[src/rtl/core/o2st_pkg.sv]
`timescale 1ns / 1ps
package o2st_pkg;

  localparam int ByteW   = 8;
  localparam int GroupW  = 6;
  localparam int SymW    = 8;
  localparam int LimitW  = 10;
  localparam int QDepth  = 4;
  localparam int QPtrW   = $clog2(QDepth);
  localparam int QCntW   = $clog2(QDepth + 1);

  localparam logic [LimitW-1:0] LIMIT_RESET = 10'd1023;

  typedef struct packed {
    logic [SymW-1:0] symbol;
    logic            final_res;
  } o2st_word_t;

  // Up to two results produced by one input byte
  typedef struct packed {
    logic [1:0] count;
    o2st_word_t w0;
    o2st_word_t w1;
  } o2st_res_t;

  // Map a 6-bit group onto the alphabet: interleaved lower/upper letters,
  // then digits, '-' and '~'
  function automatic logic [SymW-1:0] sym_of(input logic [GroupW-1:0] g);
    logic [SymW-1:0] s;
    logic [SymW-1:0] gx;
    gx = {2'b00, g};
    if (g < 6'd52) begin
      s = (g[0] ? 8'h41 : 8'h61) + {3'b000, g[5:1]};
    end else if (g < 6'd62) begin
      s = 8'h30 + (gx - 8'd52);
    end else if (g == 6'd62) begin
      s = 8'h2D;
    end else begin
      s = 8'h7E;
    end
    return s;
  endfunction

endpackage

[src/rtl/core/o2st_in_if.sv]
`timescale 1ns / 1ps
interface o2st_in_if;
  import o2st_pkg::*;

  logic            valid;
  logic            ready;
  logic [ByteW-1:0] data_byte;
  logic            last_byte;

  modport source (output valid, output data_byte, output last_byte, input ready);
  modport sink   (input valid, input data_byte, input last_byte, output ready);
endinterface

[src/rtl/core/o2st_out_if.sv]
`timescale 1ns / 1ps
interface o2st_out_if;
  import o2st_pkg::*;

  logic            valid;
  logic            ready;
  logic [SymW-1:0] symbol;
  logic            final_res;

  modport source (output valid, output symbol, output final_res, input ready);
  modport sink   (input valid, input symbol, input final_res, output ready);
endinterface

[src/rtl/core/octets_to_six_bit_text.sv]
`timescale 1ns / 1ps
// Path: the slicer is combinational and a byte's characters are registered in the
// four-word result queue when the byte is taken. Throughput: one byte per cycle
// while the queue has room; a byte yields up to two characters and one leaves per
// cycle while the sink is ready; the queue's single output port sets the rate.
// Reset: clears the leftover bits, character count, limit flag and queue, and
// sets max_chars to 1023.
module octets_to_six_bit_text (
  input  logic                         clk,
  input  logic                         rst,
  o2st_in_if.sink                      in_ch,
  o2st_out_if.source                   out_ch,
  input  logic                         cfg_wr_en,
  input  logic [o2st_pkg::LimitW-1:0]  cfg_wr_data
);
  import o2st_pkg::*;

  logic [LimitW-1:0] max_chars;
  logic              accept;
  logic              space;
  o2st_res_t         res;

  always_ff @(posedge clk) begin
    if (rst) begin
      max_chars <= LIMIT_RESET;
    end else if (cfg_wr_en) begin
      max_chars <= cfg_wr_data;
    end
  end

  assign in_ch.ready = space;
  assign accept = in_ch.valid && in_ch.ready;

  o2st_slicer u_slicer (
    .clk       (clk),
    .rst       (rst),
    .accept    (accept),
    .data_byte (in_ch.data_byte),
    .last_byte (in_ch.last_byte),
    .max_chars (max_chars),
    .res       (res)
  );

  o2st_outq u_outq (
    .clk    (clk),
    .rst    (rst),
    .push   (accept),
    .res    (res),
    .space  (space),
    .out_ch (out_ch)
  );

endmodule

[src/rtl/core/o2st_slicer.sv]
`timescale 1ns / 1ps
module o2st_slicer (
  input  logic                          clk,
  input  logic                          rst,
  input  logic                          accept,
  input  logic [o2st_pkg::ByteW-1:0]    data_byte,
  input  logic                          last_byte,
  input  logic [o2st_pkg::LimitW-1:0]   max_chars,
  output o2st_pkg::o2st_res_t           res
);
  import o2st_pkg::*;

  logic [3:0]        leftover_bits, leftover_bits_next;
  logic [2:0]        leftover_count, leftover_count_next;
  logic [LimitW-1:0] chars_emitted, chars_emitted_next;
  logic              limit_reached, limit_reached_next;

  logic [11:0]       acc;
  logic [GroupW-1:0] g0, g1;
  logic [3:0]        rem_bits;
  logic [2:0]        rem_count;
  logic [LimitW:0]   emitted_x, max_x, emitted_new;
  logic              room0, room1, has0, has1, limit_now, mark;

  always_comb begin
    acc = {leftover_bits, data_byte};
    case (leftover_count)
      3'd4: begin
        g0 = acc[11:6];
        g1 = acc[5:0];
        rem_bits = 4'd0;
        rem_count = 3'd0;
      end
      3'd2: begin
        g0 = acc[9:4];
        g1 = {acc[3:0], 2'b00};
        rem_bits = acc[3:0];
        rem_count = 3'd4;
      end
      default: begin
        g0 = acc[7:2];
        g1 = {acc[1:0], 4'b0000};
        rem_bits = {2'b00, acc[1:0]};
        rem_count = 3'd2;
      end
    endcase

    emitted_x = {1'b0, chars_emitted};
    max_x = {1'b0, max_chars};
    room0 = emitted_x < max_x;
    room1 = (emitted_x + 11'd1) < max_x;
    has0 = !limit_reached && room0;
    // second word: another full group, or the zero-padded flush on the last byte
    has1 = has0 && room1 && ((leftover_count == 3'd4) || last_byte);
    emitted_new = emitted_x + {10'd0, has0} + {10'd0, has1};
    limit_now = emitted_new >= max_x;
    mark = last_byte || limit_now;

    res.count = {1'b0, has0} + {1'b0, has1};
    res.w0.symbol = sym_of(g0);
    res.w0.final_res = has0 && !has1 && mark;
    res.w1.symbol = sym_of(g1);
    res.w1.final_res = has1 && mark;

    leftover_bits_next = leftover_bits;
    leftover_count_next = leftover_count;
    chars_emitted_next = chars_emitted;
    limit_reached_next = limit_reached;
    if (last_byte) begin
      leftover_bits_next = 4'd0;
      leftover_count_next = 3'd0;
      chars_emitted_next = '0;
      limit_reached_next = 1'b0;
    end else if (!limit_reached) begin
      chars_emitted_next = emitted_new[LimitW-1:0];
      if (limit_now) begin
        limit_reached_next = 1'b1;
        leftover_bits_next = 4'd0;
        leftover_count_next = 3'd0;
      end else begin
        leftover_bits_next = rem_bits;
        leftover_count_next = rem_count;
      end
    end
  end

  always_ff @(posedge clk) begin
    if (rst) begin
      leftover_bits <= 4'd0;
      leftover_count <= 3'd0;
      chars_emitted <= '0;
      limit_reached <= 1'b0;
    end else if (accept) begin
      leftover_bits <= leftover_bits_next;
      leftover_count <= leftover_count_next;
      chars_emitted <= chars_emitted_next;
      limit_reached <= limit_reached_next;
    end
  end

endmodule

[src/rtl/core/o2st_outq.sv]
`timescale 1ns / 1ps
module o2st_outq (
  input  logic                clk,
  input  logic                rst,
  input  logic                push,
  input  o2st_pkg::o2st_res_t res,
  output logic                space,
  o2st_out_if.source          out_ch
);
  import o2st_pkg::*;

  o2st_word_t        entries [QDepth];
  logic [QPtrW-1:0]  wr_ptr, rd_ptr;
  logic [QCntW-1:0]  count, count_next;
  logic [1:0]        n_push;
  logic              pop;

  assign n_push = push ? res.count : 2'd0;
  assign pop = out_ch.valid && out_ch.ready;
  assign count_next = count + QCntW'(n_push) - QCntW'(pop);

  // room for two words, so one byte fits whatever it yields
  assign space = count <= QCntW'(QDepth - 2);

  assign out_ch.valid = count != '0;
  assign out_ch.symbol = entries[rd_ptr].symbol;
  assign out_ch.final_res = entries[rd_ptr].final_res;

  always_ff @(posedge clk) begin
    if (n_push != 2'd0) begin
      entries[wr_ptr] <= res.w0;
    end
    if (n_push == 2'd2) begin
      entries[wr_ptr + QPtrW'(1)] <= res.w1;
    end
  end

  always_ff @(posedge clk) begin
    if (rst) begin
      wr_ptr <= '0;
      rd_ptr <= '0;
      count <= '0;
    end else begin
      wr_ptr <= wr_ptr + QPtrW'(n_push);
      if (pop) begin
        rd_ptr <= rd_ptr + QPtrW'(1);
      end
      count <= count_next;
    end
  end

endmodule

[src/flat_wrapper.sv]
// flat-port wrapper written by rule: the top's interface ports become plain ports
module octets_to_six_bit_text_flat import o2st_pkg::*;
  (clk, rst, cfg_wr_en, cfg_wr_data, in_ch_valid, in_ch_data_byte, in_ch_last_byte, in_ch_ready, out_ch_valid, out_ch_symbol, out_ch_final_res, out_ch_ready);
  o2st_in_if in_ch_i ();
  o2st_out_if out_ch_i ();
  input  logic clk;
  input  logic rst;
  input  logic cfg_wr_en;
  input  logic [o2st_pkg::LimitW-1:0] cfg_wr_data;
  input wire logic [$bits(in_ch_i.valid)-1:0] in_ch_valid;
  input wire logic [$bits(in_ch_i.data_byte)-1:0] in_ch_data_byte;
  input wire logic [$bits(in_ch_i.last_byte)-1:0] in_ch_last_byte;
  output wire logic [$bits(in_ch_i.ready)-1:0] in_ch_ready;
  output wire logic [$bits(out_ch_i.valid)-1:0] out_ch_valid;
  output wire logic [$bits(out_ch_i.symbol)-1:0] out_ch_symbol;
  output wire logic [$bits(out_ch_i.final_res)-1:0] out_ch_final_res;
  input wire logic [$bits(out_ch_i.ready)-1:0] out_ch_ready;
  assign in_ch_i.valid = in_ch_valid;
  assign in_ch_i.data_byte = in_ch_data_byte;
  assign in_ch_i.last_byte = in_ch_last_byte;
  assign in_ch_ready = in_ch_i.ready;
  assign out_ch_valid = out_ch_i.valid;
  assign out_ch_symbol = out_ch_i.symbol;
  assign out_ch_final_res = out_ch_i.final_res;
  assign out_ch_i.ready = out_ch_ready;
  octets_to_six_bit_text u_core (.clk(clk), .rst(rst), .in_ch(in_ch_i), .out_ch(out_ch_i), .cfg_wr_en(cfg_wr_en), .cfg_wr_data(cfg_wr_data));
endmodule
[config.mk]
export PLATFORM = sky130hd
export DESIGN_NAME = octets_to_six_bit_text_flat
export DESIGN_NICKNAME = d
export VERILOG_FILES = /design/src/rtl/core/o2st_pkg.sv /design/src/rtl/core/o2st_in_if.sv /design/src/rtl/core/o2st_out_if.sv /design/src/rtl/core/octets_to_six_bit_text.sv /design/src/rtl/core/o2st_slicer.sv /design/src/rtl/core/o2st_outq.sv /design/src/flat_wrapper.sv
export SDC_FILE = /design/constraint.sdc
export NUM_CORES = 1
export LEC_CHECK = 0
export ABC_AREA = 1
export BUFFER_PORTS_ARGS = -buffer_cell sky130_fd_sc_hd__buf_2
export CAP_MARGIN = 20
export CORE_MARGIN = 3
export CORE_UTILIZATION = 50
export DETAILED_ROUTE_END_ITERATION = 8
export GPL_TIMING_DRIVEN = 0
export PLACE_DENSITY_LB_ADDON = 0.05
export SYNTH_ARGS = -nofsm -noshare
export SYNTH_HDL_FRONTEND = slang
export SYNTH_SLANG_ARGS = --single-unit
[constraint.sdc]
create_clock -name clk -period 6.29 [get_ports clk]
set_clock_uncertainty 0.1 [all_clocks]
set_input_delay 0 -clock clk [delete_from_list [all_inputs] [get_ports clk]]
set_output_delay 0 -clock clk [all_outputs]
set_load 0.005 [all_outputs]
==> results of run 1 <==
==> layout by cell type (no fill, tap or decap), drive strengths merged <==
cell,synthesis,routed
xnor2,2,2
o22ai,9,9
or2,1,1
edfxtp,36,36
dfxtp,36,36
a21oi,45,45
xor2,20,20
nand4,1,1
fa,2,2
inv,81,84
o21ai,68,68
clkinv,3,3
nor3,3,3
ha,47,47
a22oi,1,1
a21o,1,1
buf,7,43
dlygate4sd3,0,30
nand2,208,208
clkbuf,10,21
bufinv,0,1
o21a,1,1
clkinvlp,0,1
nand3,67,67
nor2,61,61
nand3b,3,3
==> through the flow <==
| stage | hold slack [ns] | util [%] | setup WS (ns) |
|---|---|---|---|
| final | 0.0632 | 61.2 | 1.07 |
| after global routing | 0.113 | 61.2 | 0.516 |
| after CTS | 0.0521 | 61.2 | 1.09 |
| after detailed placement | 0.115 | 56.0 | 1.14 |
| after global placement | 0.110 | 55.8 | 1.21 |
| after floorplan | 0.0225 | - | 2.02 |
==> Yosys cell counts (all sizes together) <==
cell    number
a22oi        1
nand3       67
or2          1
fa           2
buf          7
nand4        1
a21oi       45
dfxtp       36
o21ai       68
ha          47
nor2        61
nor3         3
clkbuf      10
o21a         1
xor2        20
a21o         1
edfxtp      36
nand2      208
nand3b       3
inv         81
clkinv       3
o22ai        9
xnor2        2
==> worst register-to-register path: cells and delay by family (launching register included) <==
| family | cells | cell delay, ns |
|---|---|---|
| AOI/OAI and AO/OA | 3 | 0.46 |
| xor gates and xnor gates | 2 | 0.41 |
| adders and majority gates | 4 | 1.12 |
| buffers and inverters | 1 | 0.06 |
| DFF | 1 | 0.48 |
| and+or+nand+nor | 15 | 2.34 |
==> layout make-up <==
type                            count  area, um2  area share [%]
Inverter                           84        319            5.24
Sequential cell                    72       1800            29.6
Clock buffer                       11        153            2.51
Clock inverter                      5       61.3            1.01
Timing Repair Buffer               66        480            7.89
Tap cell                          133        166            2.73
Buffer                             17       82.6            1.36
Multi-Input combinational cell    540       3030            49.7
==> state kept, by name, summed over array words and instances (netlist names), named ones only <==
register	count
u_core.u_slicer.chars_emitted	10
u_core.u_slicer.leftover_count	2
u_core.u_outq.rd_ptr	2
u_core.u_outq.entries	36
u_core.u_slicer.leftover_bits	4
u_core.u_slicer.limit_reached	1
u_core.u_outq.wr_ptr	2
u_core.max_chars	10
u_core.u_outq.count	3
==> power groups by stage <==
stage                     registers (mW)  logic, mW  clock network, mW
after floorplan                    0.660      0.670                  0
after global placement             0.668      0.883                  0
after detailed placement           0.670      0.906                  0
after CTS                          0.659      0.927              0.409
after global routing               0.666       1.06              0.434
final                              0.659      0.935              0.406
==> cell families after synthesis <==
logic type	after synthesis
AND/OR/NAND/NOR	344
XOR/XNOR	22
adder cells (fa/ha/maj)	49
buffers and inverters	101
flip-flops	72
AO/OA/AOI/OAI	125
==> how the worst max path moves through the flow <==
stage / to
floorplan: u_core.u_outq.entries[0][0]
global placement: u_core.u_outq.entries[3][0]
detailed placement: u_core.u_outq.entries[3][0]
CTS: u_core.u_outq.entries[3][0]
global route: u_core.u_outq.entries[1][0]
finish: u_core.u_outq.entries[2][0]
==> layer usage <==
layer / track usage [%] / wire, um / up-vias
met5: 0 / 0 / -
met4: 6.76 / 222 / 0
met3: 4.36 / 635 / 20
met2: 37.3 / 5890 / 131
met1: 31.7 / 6110 / 2212
li1: - / - / 2503
==> impl_results.md, run 1 <==
- Worst Max-Slew Pin Slew: 0.785 ns
- DR DRC count: 0
- Area share of the largest cell type after synthesis: between 20% and 30%
- CP startpoint: u_core.u_slicer.chars_emitted[0]
- Mean post-synth cell area: approximately 7.3 um2
- Yosys reg bits: 72
- Worst setup SP type: flip-flop
- Critical path's most frequent cell: nand2_1
- Cell area after synthesis: about 5200 um2
- Critical path's slowest cell: dfxtp_1
- Main combinational cell family by area after synthesis: simple AND/OR/NAND/NOR gates
- Sw Share: 41.8%
- Area post-placement: 5580 um2
- Cts-stage hold buffer count: 30
- Sequential share of power: roughly a third
- CTS Buf Count: 9
- Resize count post-CTS: 0
- Max-cap violations: 0
- R2R setup slack: 1.07 ns
- GRT Residual Overflow: 0
- Power Total: 2.00 mW
- Crit path max fanout: 8
- Post-synthesis xor/xnor area fraction: 3.69%
- Filler instances: 900
- Fin crit share: 82.9%
- Register area share after synthesis: between 30% and 40%
- Switching Power: 0.836 mW
- Worst Hold Depth: 4
- Clk pwr share: a little over 20%
- Yosys warning count: 0
- Adder-cell share of the synthesized area: 12.0%
- Design Area, Final: approximately 6100 um2
- Initial Util: 52.5%
- Drt pass-1 iters: 6
- Synth cell types: 41
- Setup tns final: 0 ns
- CP Depth: 25
- Cell family with most CP delay: simple AND/OR/NAND/NOR gates
- Root Buffer: clkbuf_8
- Pin count of the biggest net entering global routing: 15
- Die H: 108 um
- HP Class: primary input to flip-flop
- Clock sink count: 72
- Layout cells sized above 1: 12.1%
- Clk Latency, worst-skew pair: 0.36 ns
- Drt via density: 5.24
- Final hold vios: 0
- Synth Area in Compound Gates: between 10% and 20%
- Reg2reg path depth: 25
- RSZ-0062 raised after global routing: no
- NumNets Final: around 860
- Antenna viol nets, final: 0
- Internal Power: around 1.2 mW
- Number of antenna violations at the first check in global routing: 0
- Total wire length: 12,900 um
- CTS tree: built
- First-pass GRT wire length: 21,400 um
- Status: completed
- Min-Delay Endpoint: u_core.u_slicer.limit_reached
- Starting DRC count in detailed routing: 328
- Die width: 108 um
- Tmin final: approximately 5.2 ns
- Pleak: 2.87 nW
- WP data required: 6.30 ns
- Hold_sp: in_ch_valid
- Syn Inst Count: 713
- Total Routing Usage GR: 23.1%
- Finished Layout Cells: 928
- R2R Path Start: u_core.u_slicer.chars_emitted[0]
- Detailed Place HPWL: 9860 um
- Final setup violation count: 0
- Crit end category: flip-flop
- Worst path buffer plus inverter count: 1
- Worst setup path class: flip-flop to flip-flop
- Cell taking the most area after synthesis: edfxtp_1
- ANT cells: 0
- Buffers on Ports: 32
- Fmax: 192 MHz
- Slew Viols, Final: 0
- Syn_nets: between 700 and 800
- Gpl congestion: 0.875
- Synth Area in Simple Gates: a little under 30%
- Reg-to-Reg End: u_core.u_outq.entries[2][0]
- Dpl cells: 882
- Post-CTS Setup Bufs: 0
- Synth top area cells: edfxtp_1 21%, nand2_1 14%, dfxtp_1 14%
- Die area: 11,700 um2
- Worst vdd ir: about 0.00017 V
- Multiplexer area fraction after synthesis: 0%
- Routed WL per cell: 13.9 um
- Vias in the first global route: 4,512
- Area Growth Syn to Fin: 16.5%
- Maximum root-to-sink buffer count: 2
- Slowest stage delay, CP: 0.48 ns
- Pwr Density: between 300 and 400 nW/um2
- Num rows: 36
- H-Tree Depth: 3
- Logic pwr share: 46.7%
- Slew HR: 47.4%
- Clock transition at the registers of the reported paths: 0.09 ns
- Number of I/O pins: 35
- Vias: 4,866
- Crit path DAT: 5.23 ns
- Core area: 9950 um2
Power figures use the tool's default switching activity.
==> run 2, diff against run 1 <==
- clock period: 6.29 -> 5.18 ns (I/O delays scaled with it)
==> run 2 against run 1 <==
- sequential power is 22% higher
- setup slack worse by 0.55 ns
- global-route usage hardly changed
- largest power group unchanged
==> impl_results.md, run 2 (synthesis gave the netlist of run 1 again) <==
- Status: completed
- Critical path's most frequent cell: nand2_1
- Clk Latency, worst-skew pair: 0.36 ns (about the same)
- Final hold vios: 0 (unchanged)
- Number of antenna violations at the first check in global routing: 0 (unchanged)
- Max reg flops: 36 (unchanged)
- Worst Max-Slew Pin Slew: 0.797 ns (+0.0124 ns)
- H-Tree Depth: 3 (unchanged)
- Clock sink count: 72 (unchanged)
- Slew Viols, Final: 0 (unchanged)
- Hold slack: 0.0680 ns (+0.00484 ns)
- Commonest non-fill, non-tap cell in the layout: nand2_1
- R2R setup slack: 0.53 ns (-0.55 ns)
- Routed WL per cell: 13.8 um (-0.11%)
- Pwr Density: 397 nW/um2 (+21%)
- CTS Buf Count: 9 (unchanged)
- Most flops, register: u_core.u_outq.entries
- Clock transition at the registers of the reported paths: 0.09 ns (about the same)
- Worst setup SP type: flip-flop
- Gpl congestion: 0.875 (unchanged)
- Multi-input logic area: 3040 um2 (+0.58%)
- Most frequent cells in the layout: 197 x nand2_1, 74 x inv_1, 65 x nand3_1
- Num rows: 36 (unchanged)
- ANT cells: 0 (unchanged)
- Crit path DAT: 4.67 ns (-0.56 ns)
- Slowest stage delay, CP: 0.34 ns (-0.14 ns)
- Detailed Place HPWL: 9860 um (unchanged)
- Total wire length: 12,900 um (+0.10%)
- Pin count of the biggest net entering global routing: 15 (unchanged)
- Buffers on Ports: 32 (unchanged)
- NumNets Final: 865 (+0.23%)
- Register Area: 1800 um2 (+0.14%)
- Pleak: 2.88 nW (+0.44%)
- Worst setup path class: flip-flop to flip-flop
- Crit end category: flip-flop
- Die H: 108 um (unchanged)
- Vias in the first global route: 4,515 (+0.066%)
- First-pass GRT wire length: 21,500 um (+0.13%)
- Setup tns final: 0 ns (unchanged)
- Drt via density: 5.22 (-0.38%)
- WP data required: 5.19 ns (-1.11 ns)
- Die width: 108 um (unchanged)
- Starting DRC count in detailed routing: 376 (+15%)
- Die area: 11,700 um2 (unchanged)
- Tmin final: 4.65 ns (-0.562 ns)
- CTS tree: built
- Initial Util: 52.5% (unchanged)
- Layout cells sized above 1: 13.0% (+0.97 points)
- Core area: 9950 um2 (unchanged)
- Crit path max fanout: 8 (unchanged)
- Final setup violation count: 0 (unchanged)
- Maximum root-to-sink buffer count: 2 (unchanged)
- GRT Residual Overflow: 0 (unchanged)
- Worst vdd ir: 0.000201 V (+21%)
- Total Routing Usage GR: 23.1% (+0.025 points)
- Antenna viol nets, final: 0 (unchanged)
- DR DRC count: 0 (unchanged)
- Fin crit share: 89.9% (+6.9 points)
- Number of I/O pins: 35 (unchanged)
- Critical path's slowest cell: dfxtp_1
- Root Buffer: clkbuf_8
- Max-cap violations: 0 (unchanged)
- Drt pass-1 iters: 4 (-2)
- HP Class: primary input to flip-flop
- Area Growth Syn to Fin: 17.1%
- Fmax: 215 MHz (+12%)
- Slew HR: 46.6% (-0.83 points)
- Top flop regs: u_core.u_outq.entries: 36 flops, u_core.max_chars: 10 flops, u_core.u_slicer.chars_emitted: 10 flops
- Power Total: 2.43 mW (+22%)
- Vias: 4,858 (-0.16%)
- Filler instances: 893 (-0.78%)
-- run 2: cell count changes in the layout (fill, tap and decap cells not counted), sizes merged --
cell and delta:
buf +2
-- run 2: per-stage QoR --
step                      setup slack, ns  cells  area (um2)  util, %
final                               0.526    930        6120     61.5
after global routing             -0.00490    930        6120     61.5
after CTS                           0.127    928        6090     61.2
after detailed placement           0.0309    882        5580     56.0
after global placement             0.0998    878        5560     55.8
after floorplan                     0.910    713        5230        -
-- run 2: layout make-up --
class | instances | share of cell area (%)
Multi-Input combinational cell | 540 | 49.7
Sequential cell | 72 | 29.5
Timing Repair Buffer | 68 | 8.09
Inverter | 84 | 5.21
Tap cell | 133 | 2.72
Clock buffer | 11 | 2.49
Buffer | 17 | 1.35
Clock inverter | 5 | 1.00
-- run 2: path summary, 6_finish.rpt --
path	cells after the start	end	startpoint
setup / recovery	28	u_core.u_outq.entries[2][0]	u_core.u_slicer.chars_emitted[2]
hold / removal	4	u_core.u_slicer.limit_reached	in_ch_valid
setup reg to reg	28	u_core.u_outq.entries[2][0]	u_core.u_slicer.chars_emitted[2]
hold reg to reg	2	flip-flop	u_core.u_outq.rd_ptr[1]
-- run 2: power breakdown --
group | internal, mW | leakage [nW] | switching (mW)
logic | 0.404 | 2.15 | 0.736
clock network | 0.256 | 0.106 | 0.234
registers | 0.757 | 0.625 | 0.0437
-- run 2: critical path: cells and delay by family (launching register included) --
kind | cells | cell delay [ns]
AO/OA/AOI/OAI | 3 | 0.44
XOR/XNOR | 2 | 0.41
adder cells (fa/ha/maj) | 4 | 1.03
buffers and inverters | 2 | 0.27
flip-flops | 1 | 0.34
AND/OR/NAND/NOR | 17 | 1.83
-- run 2: routing by layer --
metal | vias up | GRT usage, % | share of wire (%)
met5 | - | 0 | 0
met2 | 130 | 37.3 | 46
li1 | 2503 | - | -
met4 | 0 | 6.76 | 1.7
met3 | 18 | 4.36 | 4.8
met1 | 2207 | 31.8 | 48
-- run 2: timing repair --
item	in CTS	in global routing
resized for setup	1	6
endpoints found under the setup margin	4	6
endpoints found under the hold margin	27	0
hold buffers	30	0
buffers inserted	0	2
pin swaps	0	1
